==> src/hdl/pas_pkg.sv <==
// ----------------------------------------------------------------------------
// pas_pkg
// Types and constants shared by the polar angle point sort block.
// ----------------------------------------------------------------------------
package pas_pkg;

   localparam int COORD_W = 16;
   localparam int IDX_W   = 5;

   // one request: a point of the polygon
   typedef struct packed {
      logic signed [COORD_W-1:0] x;
      logic signed [COORD_W-1:0] y;
      logic signed [COORD_W-1:0] z;
      logic                      last_point;
   } pas_req_type;

   // one result: a sorted point
   typedef struct packed {
      logic signed [COORD_W-1:0] out_x;
      logic signed [COORD_W-1:0] out_y;
      logic signed [COORD_W-1:0] out_z;
      logic        [IDX_W-1:0]   arrival_index;
      logic                      last_out;
   } pas_rsp_type;

   // one entry of the point store
   typedef struct packed {
      logic signed [COORD_W-1:0] x;
      logic signed [COORD_W-1:0] y;
      logic signed [COORD_W-1:0] z;
      logic        [IDX_W-1:0]   idx;
   } pas_entry_type;

   // status of the shared compare unit
   typedef struct packed {
      logic done;
      logic ahead;
   } pas_cmp_status_type;

endpackage

==> src/hdl/pas_cmp.sv <==
// ----------------------------------------------------------------------------
// pas_cmp
// Ordering compare of two points about the pivot, worked out on one shared
// 17x17 multiplier and an accumulator: cross product first, squared
// distances only when the cross product is zero. The result is ready after
// the cross product, or after the distances if collinear with the pivot.
// ----------------------------------------------------------------------------
module pas_cmp
   import pas_pkg::*;
(
   input  logic                      clock,
   input  logic                      reset,
   input  logic                      start,
   input  logic signed [COORD_W-1:0] pivot_x,
   input  logic signed [COORD_W-1:0] pivot_y,
   input  logic signed [COORD_W-1:0] a_x,
   input  logic signed [COORD_W-1:0] a_y,
   input  logic signed [COORD_W-1:0] b_x,
   input  logic signed [COORD_W-1:0] b_y,
   output pas_cmp_status_type        status
);

   localparam int DW   = COORD_W + 1;
   localparam int PW   = 2 * DW;
   localparam int ACCW = PW + 2;

   localparam logic [3:0] PH_IDLE  = 4'd0;
   localparam logic [3:0] PH_CR1   = 4'd1;
   localparam logic [3:0] PH_CR2   = 4'd2;
   localparam logic [3:0] PH_CRACC = 4'd3;
   localparam logic [3:0] PH_CHK   = 4'd4;
   localparam logic [3:0] PH_SQ2   = 4'd5;
   localparam logic [3:0] PH_SQ3   = 4'd6;
   localparam logic [3:0] PH_SQ4   = 4'd7;
   localparam logic [3:0] PH_SQACC = 4'd8;
   localparam logic [3:0] PH_FIN   = 4'd9;

   logic [3:0]             ph_ff, ph_in;
   logic signed [DW-1:0]   ax_ff, ay_ff, bx_ff, by_ff;
   logic signed [PW-1:0]   prod_ff;
   logic                   pv_ff, pv_in;
   logic                   neg_ff, neg_in;
   logic signed [ACCW-1:0] acc_ff, acc_in;
   logic signed [DW-1:0]   op_a, op_b;
   logic                   acc_clear;
   logic                   cross_zero;

   assign cross_zero = (acc_ff == '0);

   always_comb begin
      op_a      = '0;
      op_b      = '0;
      pv_in     = 1'b0;
      neg_in    = 1'b0;
      acc_clear = 1'b0;
      ph_in     = ph_ff;
      case (ph_ff)
         PH_IDLE: begin
            if (start) begin
               ph_in     = PH_CR1;
               acc_clear = 1'b1;
            end
         end
         PH_CR1: begin
            op_a  = ax_ff;
            op_b  = by_ff;
            pv_in = 1'b1;
            ph_in = PH_CR2;
         end
         PH_CR2: begin
            op_a   = bx_ff;
            op_b   = ay_ff;
            pv_in  = 1'b1;
            neg_in = 1'b1;
            ph_in  = PH_CRACC;
         end
         PH_CRACC: begin
            ph_in = PH_CHK;
         end
         PH_CHK: begin
            if (cross_zero) begin
               // collinear: compare squared distances instead
               op_a      = ax_ff;
               op_b      = ax_ff;
               pv_in     = 1'b1;
               acc_clear = 1'b1;
               ph_in     = PH_SQ2;
            end else begin
               ph_in = PH_IDLE;
            end
         end
         PH_SQ2: begin
            op_a  = ay_ff;
            op_b  = ay_ff;
            pv_in = 1'b1;
            ph_in = PH_SQ3;
         end
         PH_SQ3: begin
            op_a   = bx_ff;
            op_b   = bx_ff;
            pv_in  = 1'b1;
            neg_in = 1'b1;
            ph_in  = PH_SQ4;
         end
         PH_SQ4: begin
            op_a   = by_ff;
            op_b   = by_ff;
            pv_in  = 1'b1;
            neg_in = 1'b1;
            ph_in  = PH_SQACC;
         end
         PH_SQACC: begin
            ph_in = PH_FIN;
         end
         PH_FIN: begin
            ph_in = PH_IDLE;
         end
         default: begin
            ph_in = PH_IDLE;
         end
      endcase
   end

   always_comb begin
      acc_in = acc_ff;
      if (acc_clear) begin
         acc_in = '0;
      end else if (pv_ff) begin
         if (neg_ff) begin
            acc_in = acc_ff - ACCW'(prod_ff);
         end else begin
            acc_in = acc_ff + ACCW'(prod_ff);
         end
      end
   end

   always_comb begin
      status.done  = ((ph_ff == PH_CHK) && !cross_zero) || (ph_ff == PH_FIN);
      status.ahead = (ph_ff == PH_CHK) ? !acc_ff[ACCW-1] : acc_ff[ACCW-1];
   end

   always_ff @(posedge clock) begin
      if (reset) begin
         ph_ff <= PH_IDLE;
         pv_ff <= 1'b0;
      end else begin
         ph_ff <= ph_in;
         pv_ff <= pv_in;
      end
   end

   always_ff @(posedge clock) begin
      neg_ff  <= neg_in;
      prod_ff <= PW'(op_a) * PW'(op_b);
      acc_ff  <= acc_in;
      if (start && (ph_ff == PH_IDLE)) begin
         ax_ff <= DW'(a_x) - DW'(pivot_x);
         ay_ff <= DW'(a_y) - DW'(pivot_y);
         bx_ff <= DW'(b_x) - DW'(pivot_x);
         by_ff <= DW'(b_y) - DW'(pivot_y);
      end
   end

   a_start_idle : assert property (@(posedge clock) disable iff (reset)
      start |-> (ph_ff == PH_IDLE))
      else $error("compare started while busy");

   a_done_ends : assert property (@(posedge clock) disable iff (reset)
      status.done |=> (ph_ff == PH_IDLE))
      else $error("compare did not return to idle after done");

   a_collinear_path : assert property (@(posedge clock) disable iff (reset)
      ((ph_ff == PH_CHK) && cross_zero) |=> ((ph_ff == PH_SQ2) && (acc_ff == '0)))
      else $error("distance pass not entered with a cleared accumulator");

endmodule

==> src/hdl/polar_angle_point_sort.sv <==
// ----------------------------------------------------------------------------
// polar_angle_point_sort
// Sorts a polygon's points counterclockwise about the first point (pivot),
// collinear points nearer first, and plays them back in sorted order.
// ----------------------------------------------------------------------------
// Usage: present a point on req_point and raise start; the request is taken
// at a clock edge with start high and busy low. The first point of a run is
// the pivot and, unless last_point is set, leaves busy low, so the next
// request can follow at once. Each later point is inserted into the point
// store: a scan compares it with stored points 1, 2 and onward until it goes
// before one; each step is a store read, a compare start and a wait on the
// shared compare unit, longer when collinear with the pivot. Then a shift
// moves the entries above up, each by a read and a write, and a final write
// stores the point. Once the store holds MAX_POINTS points, further points
// are dropped. A request with last_point set also starts playback: one
// result per stored point on consecutive cycles, rsp_valid high for exactly
// one cycle each, registered alongside its store read; last_out marks the
// final one. The receiver cannot stall, so results must be taken as shown.
// busy stays high from the request until the final read of playback.
// Reset clears the point count and the sequencer; the store is not cleared.
// ----------------------------------------------------------------------------
module polar_angle_point_sort
   import pas_pkg::*;
#(
   parameter int MAX_POINTS = 32
)
(
   input  logic        clock,
   input  logic        reset,
   input  logic        start,
   input  pas_req_type req_point,
   output logic        busy,
   output logic        rsp_valid,
   output pas_rsp_type rsp_point
);

   localparam int CW = $clog2(MAX_POINTS + 1);
   localparam int AW = $clog2(MAX_POINTS);

   localparam logic [2:0] ST_IDLE     = 3'd0;
   localparam logic [2:0] ST_SCAN_RD  = 3'd1;
   localparam logic [2:0] ST_SCAN_CMP = 3'd2;
   localparam logic [2:0] ST_SCAN_WT  = 3'd3;
   localparam logic [2:0] ST_SHIFT_RD = 3'd4;
   localparam logic [2:0] ST_SHIFT_WR = 3'd5;
   localparam logic [2:0] ST_OUT      = 3'd6;

   logic [2:0]                state_ff, state_in;
   logic [CW-1:0]             count_ff, count_in;
   logic [CW-1:0]             i_ff, i_in;
   logic [CW-1:0]             pos_ff, pos_in;
   logic [CW-1:0]             i_inc, i_dec;
   logic [CW+IDX_W-1:0]       count_ext;
   pas_entry_type             np_ff, np_in;
   logic                      last_ff, last_in;
   logic signed [COORD_W-1:0] pivot_x_ff, pivot_y_ff;
   logic                      rsp_valid_ff, rsp_valid_in;
   logic                      rsp_last_ff, rsp_last_in;

   pas_entry_type             mem [MAX_POINTS];
   pas_entry_type             rd_ff;
   logic                      we;
   logic [AW-1:0]             wa;
   pas_entry_type             wd;
   logic [AW-1:0]             ra;

   logic                      cmp_start;
   pas_cmp_status_type        cmp_status;

   assign busy      = (state_ff != ST_IDLE);
   assign i_inc     = CW'(i_ff + 1'b1);
   assign i_dec     = CW'(i_ff - 1'b1);
   assign count_ext = {{IDX_W{1'b0}}, count_ff};

   always_comb begin
      state_in     = state_ff;
      count_in     = count_ff;
      i_in         = i_ff;
      pos_in       = pos_ff;
      np_in        = np_ff;
      last_in      = last_ff;
      rsp_valid_in = 1'b0;
      rsp_last_in  = 1'b0;
      we           = 1'b0;
      wa           = '0;
      wd           = np_ff;
      ra           = i_ff[AW-1:0];
      cmp_start    = 1'b0;
      case (state_ff)
         ST_IDLE: begin
            if (start) begin
               np_in.x   = req_point.x;
               np_in.y   = req_point.y;
               np_in.z   = req_point.z;
               np_in.idx = count_ext[IDX_W-1:0];
               last_in   = req_point.last_point;
               i_in      = '0;
               if (count_ff < CW'(MAX_POINTS)) begin
                  if (count_ff == '0) begin
                     // the pivot goes straight into entry zero
                     we       = 1'b1;
                     wa       = '0;
                     wd       = np_in;
                     count_in = CW'(1);
                     state_in = req_point.last_point ? ST_OUT : ST_IDLE;
                  end else begin
                     i_in     = CW'(1);
                     state_in = ST_SCAN_RD;
                  end
               end else if (req_point.last_point) begin
                  state_in = ST_OUT;
               end
            end
         end
         ST_SCAN_RD: begin
            if (i_ff == count_ff) begin
               // goes after every stored point
               pos_in   = count_ff;
               state_in = ST_SHIFT_RD;
            end else begin
               ra       = i_ff[AW-1:0];
               state_in = ST_SCAN_CMP;
            end
         end
         ST_SCAN_CMP: begin
            cmp_start = 1'b1;
            state_in  = ST_SCAN_WT;
         end
         ST_SCAN_WT: begin
            if (cmp_status.done) begin
               if (cmp_status.ahead) begin
                  pos_in   = i_ff;
                  i_in     = count_ff;
                  state_in = ST_SHIFT_RD;
               end else begin
                  i_in     = i_inc;
                  state_in = ST_SCAN_RD;
               end
            end
         end
         ST_SHIFT_RD: begin
            if (i_ff > pos_ff) begin
               ra       = i_dec[AW-1:0];
               state_in = ST_SHIFT_WR;
            end else begin
               we       = 1'b1;
               wa       = pos_ff[AW-1:0];
               wd       = np_ff;
               count_in = CW'(count_ff + 1'b1);
               i_in     = '0;
               state_in = last_ff ? ST_OUT : ST_IDLE;
            end
         end
         ST_SHIFT_WR: begin
            we       = 1'b1;
            wa       = i_ff[AW-1:0];
            wd       = rd_ff;
            i_in     = i_dec;
            state_in = ST_SHIFT_RD;
         end
         ST_OUT: begin
            // one read a cycle, the result strobes out in the cycle after
            ra           = i_ff[AW-1:0];
            rsp_valid_in = 1'b1;
            rsp_last_in  = (i_inc == count_ff);
            if (i_inc == count_ff) begin
               count_in = '0;
               state_in = ST_IDLE;
            end else begin
               i_in = i_inc;
            end
         end
         default: begin
            state_in = ST_IDLE;
         end
      endcase
   end

   always_ff @(posedge clock) begin
      if (reset) begin
         state_ff     <= ST_IDLE;
         count_ff     <= '0;
         rsp_valid_ff <= 1'b0;
      end else begin
         state_ff     <= state_in;
         count_ff     <= count_in;
         rsp_valid_ff <= rsp_valid_in;
      end
   end

   always_ff @(posedge clock) begin
      i_ff        <= i_in;
      pos_ff      <= pos_in;
      np_ff       <= np_in;
      last_ff     <= last_in;
      rsp_last_ff <= rsp_last_in;
      if ((state_ff == ST_IDLE) && start && (count_ff == '0)) begin
         pivot_x_ff <= req_point.x;
         pivot_y_ff <= req_point.y;
      end
   end

   // point store
   always_ff @(posedge clock) begin
      if (we) begin
         mem[wa] <= wd;
      end
      rd_ff <= mem[ra];
   end

   pas_cmp u_cmp (
      .clock   (clock),
      .reset   (reset),
      .start   (cmp_start),
      .pivot_x (pivot_x_ff),
      .pivot_y (pivot_y_ff),
      .a_x     (np_ff.x),
      .a_y     (np_ff.y),
      .b_x     (rd_ff.x),
      .b_y     (rd_ff.y),
      .status  (cmp_status)
   );

   assign rsp_valid               = rsp_valid_ff;
   assign rsp_point.out_x         = rd_ff.x;
   assign rsp_point.out_y         = rd_ff.y;
   assign rsp_point.out_z         = rd_ff.z;
   assign rsp_point.arrival_index = rd_ff.idx;
   assign rsp_point.last_out      = rsp_last_ff;

   a_count_bound : assert property (@(posedge clock) disable iff (reset)
      count_ff <= CW'(MAX_POINTS))
      else $error("point count beyond store depth");

   a_last_gap : assert property (@(posedge clock) disable iff (reset)
      (rsp_valid && rsp_point.last_out) |=> !rsp_valid)
      else $error("result strobe straight after the final result");

   a_cmp_done_scan : assert property (@(posedge clock) disable iff (reset)
      cmp_status.done |-> (state_ff == ST_SCAN_WT))
      else $error("compare finished outside the scan");

   a_pos_range : assert property (@(posedge clock) disable iff (reset)
      (state_ff == ST_SHIFT_RD) |-> ((pos_ff != '0) && (pos_ff <= count_ff)))
      else $error("insert position out of range");

endmodule

==> config.mk <==
export PLATFORM = sky130hd
export DESIGN_NAME = polar_angle_point_sort
export DESIGN_NICKNAME = d
export VERILOG_FILES = /design/src/hdl/pas_pkg.sv /design/src/hdl/pas_cmp.sv /design/src/hdl/polar_angle_point_sort.sv
export SDC_FILE = /design/constraint.sdc
export NUM_CORES = 2
export LEC_CHECK = 0
export BUFFER_PORTS_ARGS = -buffer_cell sky130_fd_sc_hd__buf_2
export CORE_MARGIN = 2
export CORE_UTILIZATION = 50
export CTS_CLUSTER_SIZE = 28
export DETAILED_ROUTE_END_ITERATION = 16
export PLACE_DENSITY = 0.72
export SLEW_MARGIN = 25
export SYNTH_ARGS = -nofsm -noshare
export SYNTH_HDL_FRONTEND = slang
export SYNTH_SLANG_ARGS = --single-unit
==> constraint.sdc <==
create_clock -name clock -period 10.9 [get_ports clock]
set_input_delay 2.18 -clock clock [delete_from_list [all_inputs] [get_ports clock]]
set_output_delay 2.18 -clock clock [all_outputs]
set_load 0.05 [all_outputs]
Yosys cells after proc, flatten, opt, wreduce, memory -nomap -nowiden. Memory sizes are Yosys's and may differ from the RTL's. A register that Yosys moved wholly into a read port is not among the register bits. Index checks and enable logic that the tools add are counted.

Memories: 1. Register bits: 253. Output and inout bits: 56. RAM bits: 1696.

$add $sub $neg: 9. Mux-type cells: 60. Eq/ne operators: 28. Multipliers: 1. Magnitude comparators: 2. Reductions and logical operators: 25.

Memory list: mem (words 32, bits a word 53, rd ports 1, clocked after memory_dff 1, write ports 1, line polar_angle_point_sort.sv:60) `pas_entry_type mem [MAX_POINTS];`.

Operator list (number): 53-bit 2-to-1 mux (3); 53-bit case mux with 2 select lines (1); 17-bit case mux with 5 select lines (1); 6-bit 2-to-1 mux (13); 17-bit case mux with 4 select lines (1); 16-bit by 16-bit subtractor with 17-bit output (4); 36-bit by 34-bit adder with 36-bit output (1); 36-bit zero test (1); 3-bit 2-to-1 mux (12); 36-bit 2-to-1 mux (1); 4-bit case mux with 9 select lines (1); 36-bit by 34-bit subtractor with 36-bit output (1); 17-bit by 17-bit multiplier with 34-bit output (1); 6-bit case mux with 5 select lines (1); 3-bit case mux with 7 select lines (1); 2-bit != test (second input constant) (9); 6-bit case mux with 3 select lines (1); 17-bit 2-to-1 mux (1); 4-bit by 3-bit == test with 1-bit output (second input constant) (4); 5-bit 2-to-1 mux (3); 1-bit 2-to-1 mux (14); 6-bit by 1-bit adder with 6-bit output (second input constant) (2); 6-bit == test (2); 6-bit case mux with 2 select lines (1); other kinds (31) (45).

Longest topological paths before layout.
Depth in word-level cells: 7. Depth in mapped cells: 36. Mapped depth without buffers: 34.

By module. Synthesis repeated with hierarchy kept, for this count alone.

Cell total of the unflattened synthesis: 7905. Area total of the unflattened synthesis: 92971.7 µm².

Modules (own cells, without submodules): polar_angle_point_sort (area an instance 71631.2 µm², instances 1, cells an instance 5430); pas_cmp (area an instance 21340.5 µm², instances 1, cells an instance 2475).

Least setup slack after synthesis. No wires, ideal clock.

Path kind: reg-to-reg. Start: reg u_cmp.acc_ff[1]. End: reg u_cmp.prod_ff[33]. Cell stages (with the launch flop): 33. Arrival time: 7404 ps. Setup time: 72 ps. Setup slack: 3424 ps. Cell sequence: dfxtp_1 -> nor4_1 -> nand4_1 -> nor3_2 -> and2_1 -> buf_2 -> buf_2 -> nand2_1 -> nand2_1 -> clkbuf_1 -> nand2_1 -> fa_1 -> inv_1 -> fa_1 -> inv_1 -> fa_1 -> inv_1 -> fa_1 -> fa_1 -> inv_1 -> fa_1 -> inv_1 -> ha_1 -> a21o_1 -> a221o_1 -> a32oi_2 -> a31oi_1 -> o21ai_1 -> nand2b_1 -> a21o_1 -> a211o_2 -> o31ai_4 -> xnor2_1.

Word-level cells in the longest chain between the ends: 4. Elaborated cells on any way between the ends: 5. Those cells by class: 1 x mul; 3 x mux; 1 x reduce/logical.

RTL lines: from (decl) (line pas_cmp.sv:43) `logic signed [ACCW-1:0] acc_ff, acc_in;`; from (signal assigned) (line pas_cmp.sv:155) `acc_ff <= acc_in;`; 36-bit zero test (*) (line pas_cmp.sv:48) `assign cross_zero = (acc_ff == '0);`; 17-bit 2-to-1 mux (*) (line pas_cmp.sv:81) `if (cross_zero) begin`; 17-bit case mux with 5 select lines / 17-bit case mux with 4 select lines (equally long branches) (line pas_cmp.sv:57) `case (ph_ff)`; 17-bit by 17-bit multiplier with 34-bit output (*) (line pas_cmp.sv:154) `prod_ff <= PW'(op_a) * PW'(op_b);`; to (signal assigned) (line pas_cmp.sv:154); to (decl) (line pas_cmp.sv:40) `logic signed [PW-1:0] prod_ff;`.

Mark *: on every way between the ends. The rest lies on a longest branch, timed or not. A chain may end at the register's enable or synchronous reset.

Worst setup path in the final report.
Start: reg u_cmp.acc_ff[30]. End: reg u_cmp.prod_ff[33].

The elaborated chain is that of the path after synthesis.

==> metrics.md <==
| Metric | Value |
|---|---|
| Run status | finished, final reports clean |
| Proportion of netlist area held by the largest area contributor | 60.4% |
| Largest area contributor in the synthesized netlist | sky130_fd_sc_hd__edfxtp_1 |
| Pwr/cell area | 289 mW/mm^2 |
| Post-Synth XOR/XNOR Area | 1.46% |
| Total vias in the final route | 61600 |
| Tmin final | 8.89 ns |
| CTS sink cnt | 2002 |
| Async set-reset flop share out of synthesis | 0% |
| Worst setup path startpoint | u_cmp.acc_ff[30] |
| Synthesis-to-layout area growth | 11.0% |
| Clock transition time at the flip-flop clock pins of the worst setup and hold paths | 0.06 ns |
| Combinational family with the most area after synthesis | simple AND/OR/NAND/NOR gates |
| Number of vias per cell after detailed routing | 6.01 |
| Total power draw | 29.7 mW |
| Post-CTS setup repair buffer count | 0 |
| Final setup violation count | 0 |
| Iteration count of the initial detailed-routing pass | 9 |
| Area of the die | 0.189 sq mm |
| #FFs+latches synth | 2002 |
| Peak supply drop | 0.306 mV |
| Count of port buffers added during placement | 107 |
| Routed len/inst | 25.6 microns |
| H-tree depth reported by CTS | 4 |
| Number of library cell types mapped by synthesis | 87 |
| Post-synthesis instance area | 0.0925 sq mm |
| Total number of yosys warnings | 0 |
| Timing-limited maximum frequency | 112 MHz |
| Post-synthesis compound-gate area fraction | 5.23% |
| Proportion of layout cells with a drive suffix above 1 | 8.16% |
| Number of stages on the worst hold path | 2 |
| Worst slew margin relative to its limit | 26.0% |
| Number of buffers on the longest clock path | 3 |
| Multiplexer share of the synthesized area | 1.56% |
| Slowest Stage Delay on Critical Path | 0.82 ns |
| MaxCap Viol Count | 0 |
| Seq/Total Area, Yosys | 63.5% |
| Synth area leaders | sky130_fd_sc_hd__edfxtp_1, sky130_fd_sc_hd__nand2_1, sky130_fd_sc_hd__fa_1 |
| Die height | 434 microns |
| Data arrival time of the critical path | 9.65 ns |
| Hold-fix buffers at CTS | 0 |
| Data required time at the worst endpoint | 11.66 ns |
| Crit-path slowest cell | sky130_fd_sc_hd__fa_1 |
| Hold violation total from the final report | 0 |
| Leakage power | 37.2 nW |
| Core Region | 0.183 sq mm |
| Weighted congestion at the end of routability-driven global placement | 0.934 |
| WL final | 262 mm |
| Antenna viol nets, final | 0 |
| Number of synthesized flops with an enable pin | 1862 |
| Gate family responsible for the most delay along the worst path | adder cells |
| Type of the worst min-delay path | flop to flop |
| Total CTS buffers | 194 |
| R2r startpoint | u_cmp.acc_ff[30] |
| Synthesized Nets | 8138 |
| Synthesized-area fraction occupied by adder cells | 9.16% |
| Number of slew-limit violations in the final report | 0 |
| Final TNS setup | 0 ns |
| Depth of the critical timing path with buffers and inverters included | 30 |
| GRT Residual Overflow | 0 |
| Antenna violations before repair | 17 |
| Clock tree from TritonCTS | done |
| Sum of buffers and inverters on the critical path | 4 |
| Vias in the first global route | 60000 |
| Ranking of synthesized cells by instance count | sky130_fd_sc_hd__edfxtp_1, sky130_fd_sc_hd__nand2_1, sky130_fd_sc_hd__nand3_1 |
| Die width | 434 microns |
| Most frequent CP cell | sky130_fd_sc_hd__fa_1 |
| Post-synthesis simple-gate area fraction | 15.6% |
| HPWL reported at the end of detailed placement | 153 mm |
| Number of rows in the core area | 157 |
| Maximum number of pins on one net before global-route repair | 201 |
| Number of DRC markers in iteration 0 | 7771 |
| Number of nets at the end of the flow | 8161 |
| Cell count after synthesis | 7590 |
| DRC violations left | 0 |
| Clk_lat worst skew | 0.86 ns |
| All-Layer GR Usage | 27.6% |
| CP endpoint kind | flop |
| Most instantiated library cell after synthesis | sky130_fd_sc_hd__edfxtp_1 |
| Beginning of the worst hold path | u_cmp.acc_ff[24] |
| Setup repair after global routing missed its margin | false |
| Number of instances resized during post-cts repair | 0 |
| Number of cells on the worst reg-to-reg path | 30 |
| Top Ports | 108 |
| Initial Utilization | 50.4% |
| Setup Skew | 0.0515 ns |
| Kind of start point of the critical path | flop |
| Worst Setup Path Type | flop to flop |
| Transition time at the pin with the least slew margin | 1.11 ns |
| Maximum fanout along the worst path | 17 |
| Wire length of the first global-routing pass | 385 mm |
| Most frequently used flop master after synthesis | sky130_fd_sc_hd__edfxtp_1 |
| Final worst-path cycle share | 81.6% |
| Avg Synthesized Cell Area | 12.2 sq um |
| CTS root buffer | sky130_fd_sc_hd__clkbuf_16 |
-- cell families after synthesis --
kind of cell    after synthesis
compound gates              697
xor+xnor                    154
fa+ha+maj                   496
buf+inv                     812
flops                      2002
mux                         143
simple gates               3286
-- metal layers --
metal	vias to the layer above	global-route usage, %	wire length [microns]
li1	27200	-	-
met4	6	13.0	12600
met5	-	0	26
met1	30400	36.2	98500
met3	642	4.94	26000
met2	3415	44.8	125000
-- report_power, final --
part	leakage [nW]	internal, mW	switching (mW)	total [mW]
Clock	3.24	4.01	2.93	6.94
Sequential	18.0	10.2	0.564	10.8
Combinational	15.9	3.52	8.45	12.0
Total	37.2	17.8	11.9	29.7
-- layout by cell type (no fill, tap or decap), types with 139 or more instances in the layout --
| master | n |
|---|---|
| sky130_fd_sc_hd__clkbuf_16 | 198 |
| sky130_fd_sc_hd__dfxtp_1 | 139 |
| sky130_fd_sc_hd__edfxtp_1 | 1862 |
| sky130_fd_sc_hd__fa_1 | 302 |
| sky130_fd_sc_hd__ha_1 | 194 |
| sky130_fd_sc_hd__inv_1 | 418 |
| sky130_fd_sc_hd__mux2i_1 | 142 |
| sky130_fd_sc_hd__nand2_1 | 1832 |
| sky130_fd_sc_hd__nand3_1 | 565 |
| sky130_fd_sc_hd__nand4_1 | 282 |
| sky130_fd_sc_hd__nor2_1 | 324 |
-- sequential cells by signal, summed over array words and instances (netlist names), 4 cells and up --
signal	cells
mem	1696
np_ff	53
rsp_point	53
u_cmp.acc_ff	36
u_cmp.prod_ff	34
u_cmp.ax_ff	17
u_cmp.ay_ff	17
u_cmp.bx_ff	17
u_cmp.by_ff	17
pivot_x_ff	16
pivot_y_ff	16
count_ff	6
i_ff	6
pos_ff	6
u_cmp.ph_ff	4
-- stage by stage --
| stage | cell area [sq um] | worst slack, ns | cells | util (%) | hold WS, ns |
|---|---|---|---|---|---|
| global placement | 95800 | 2.25 | 9876 | 52.2 | 0.476 |
| detailed placement | 95900 | 2.08 | 9880 | 52.3 | 0.481 |
| finish | 103000 | 2.01 | 10300 | 56.0 | 0.492 |
| global route | 103000 | 1.51 | 10300 | 56.0 | 0.503 |
| CTS | 103000 | 2.07 | 10200 | 55.9 | 0.490 |
| floorplan | 92500 | 3.42 | 7590 | - | 0.406 |
-- path summary, 6_finish.rpt --
kind / end / slack, ns
setup reg to reg: u_cmp.prod_ff[33] / 2.01
setup / recovery: u_cmp.prod_ff[33] / 2.01
hold reg to reg: u_cmp.acc_ff[24] / 0.49
hold / removal: u_cmp.acc_ff[24] / 0.49
-- tightest hold or removal path, stage by stage (launching register included) --
cell                      delay, ns
sky130_fd_sc_hd__dfxtp_1       0.32
sky130_fd_sc_hd__nand2_1       0.07
sky130_fd_sc_hd__a21oi_1       0.05
-- final cells by class --
| cell class | count | area (sq um) |
|---|---|---|
| clock buffers | 256 | 5360 |
| repair buffers | 219 | 1570 |
| well taps | 2464 | 3080 |
| multi-input cells | 4776 | 31100 |
| fillers | 14700 | 80700 |
| clock inverters | 109 | 1330 |
| inverters | 420 | 1580 |
| diodes | 6 | 15.0 |
| flip-flops and latches | 2002 | 58700 |
(Power assumes the default switching activity.)
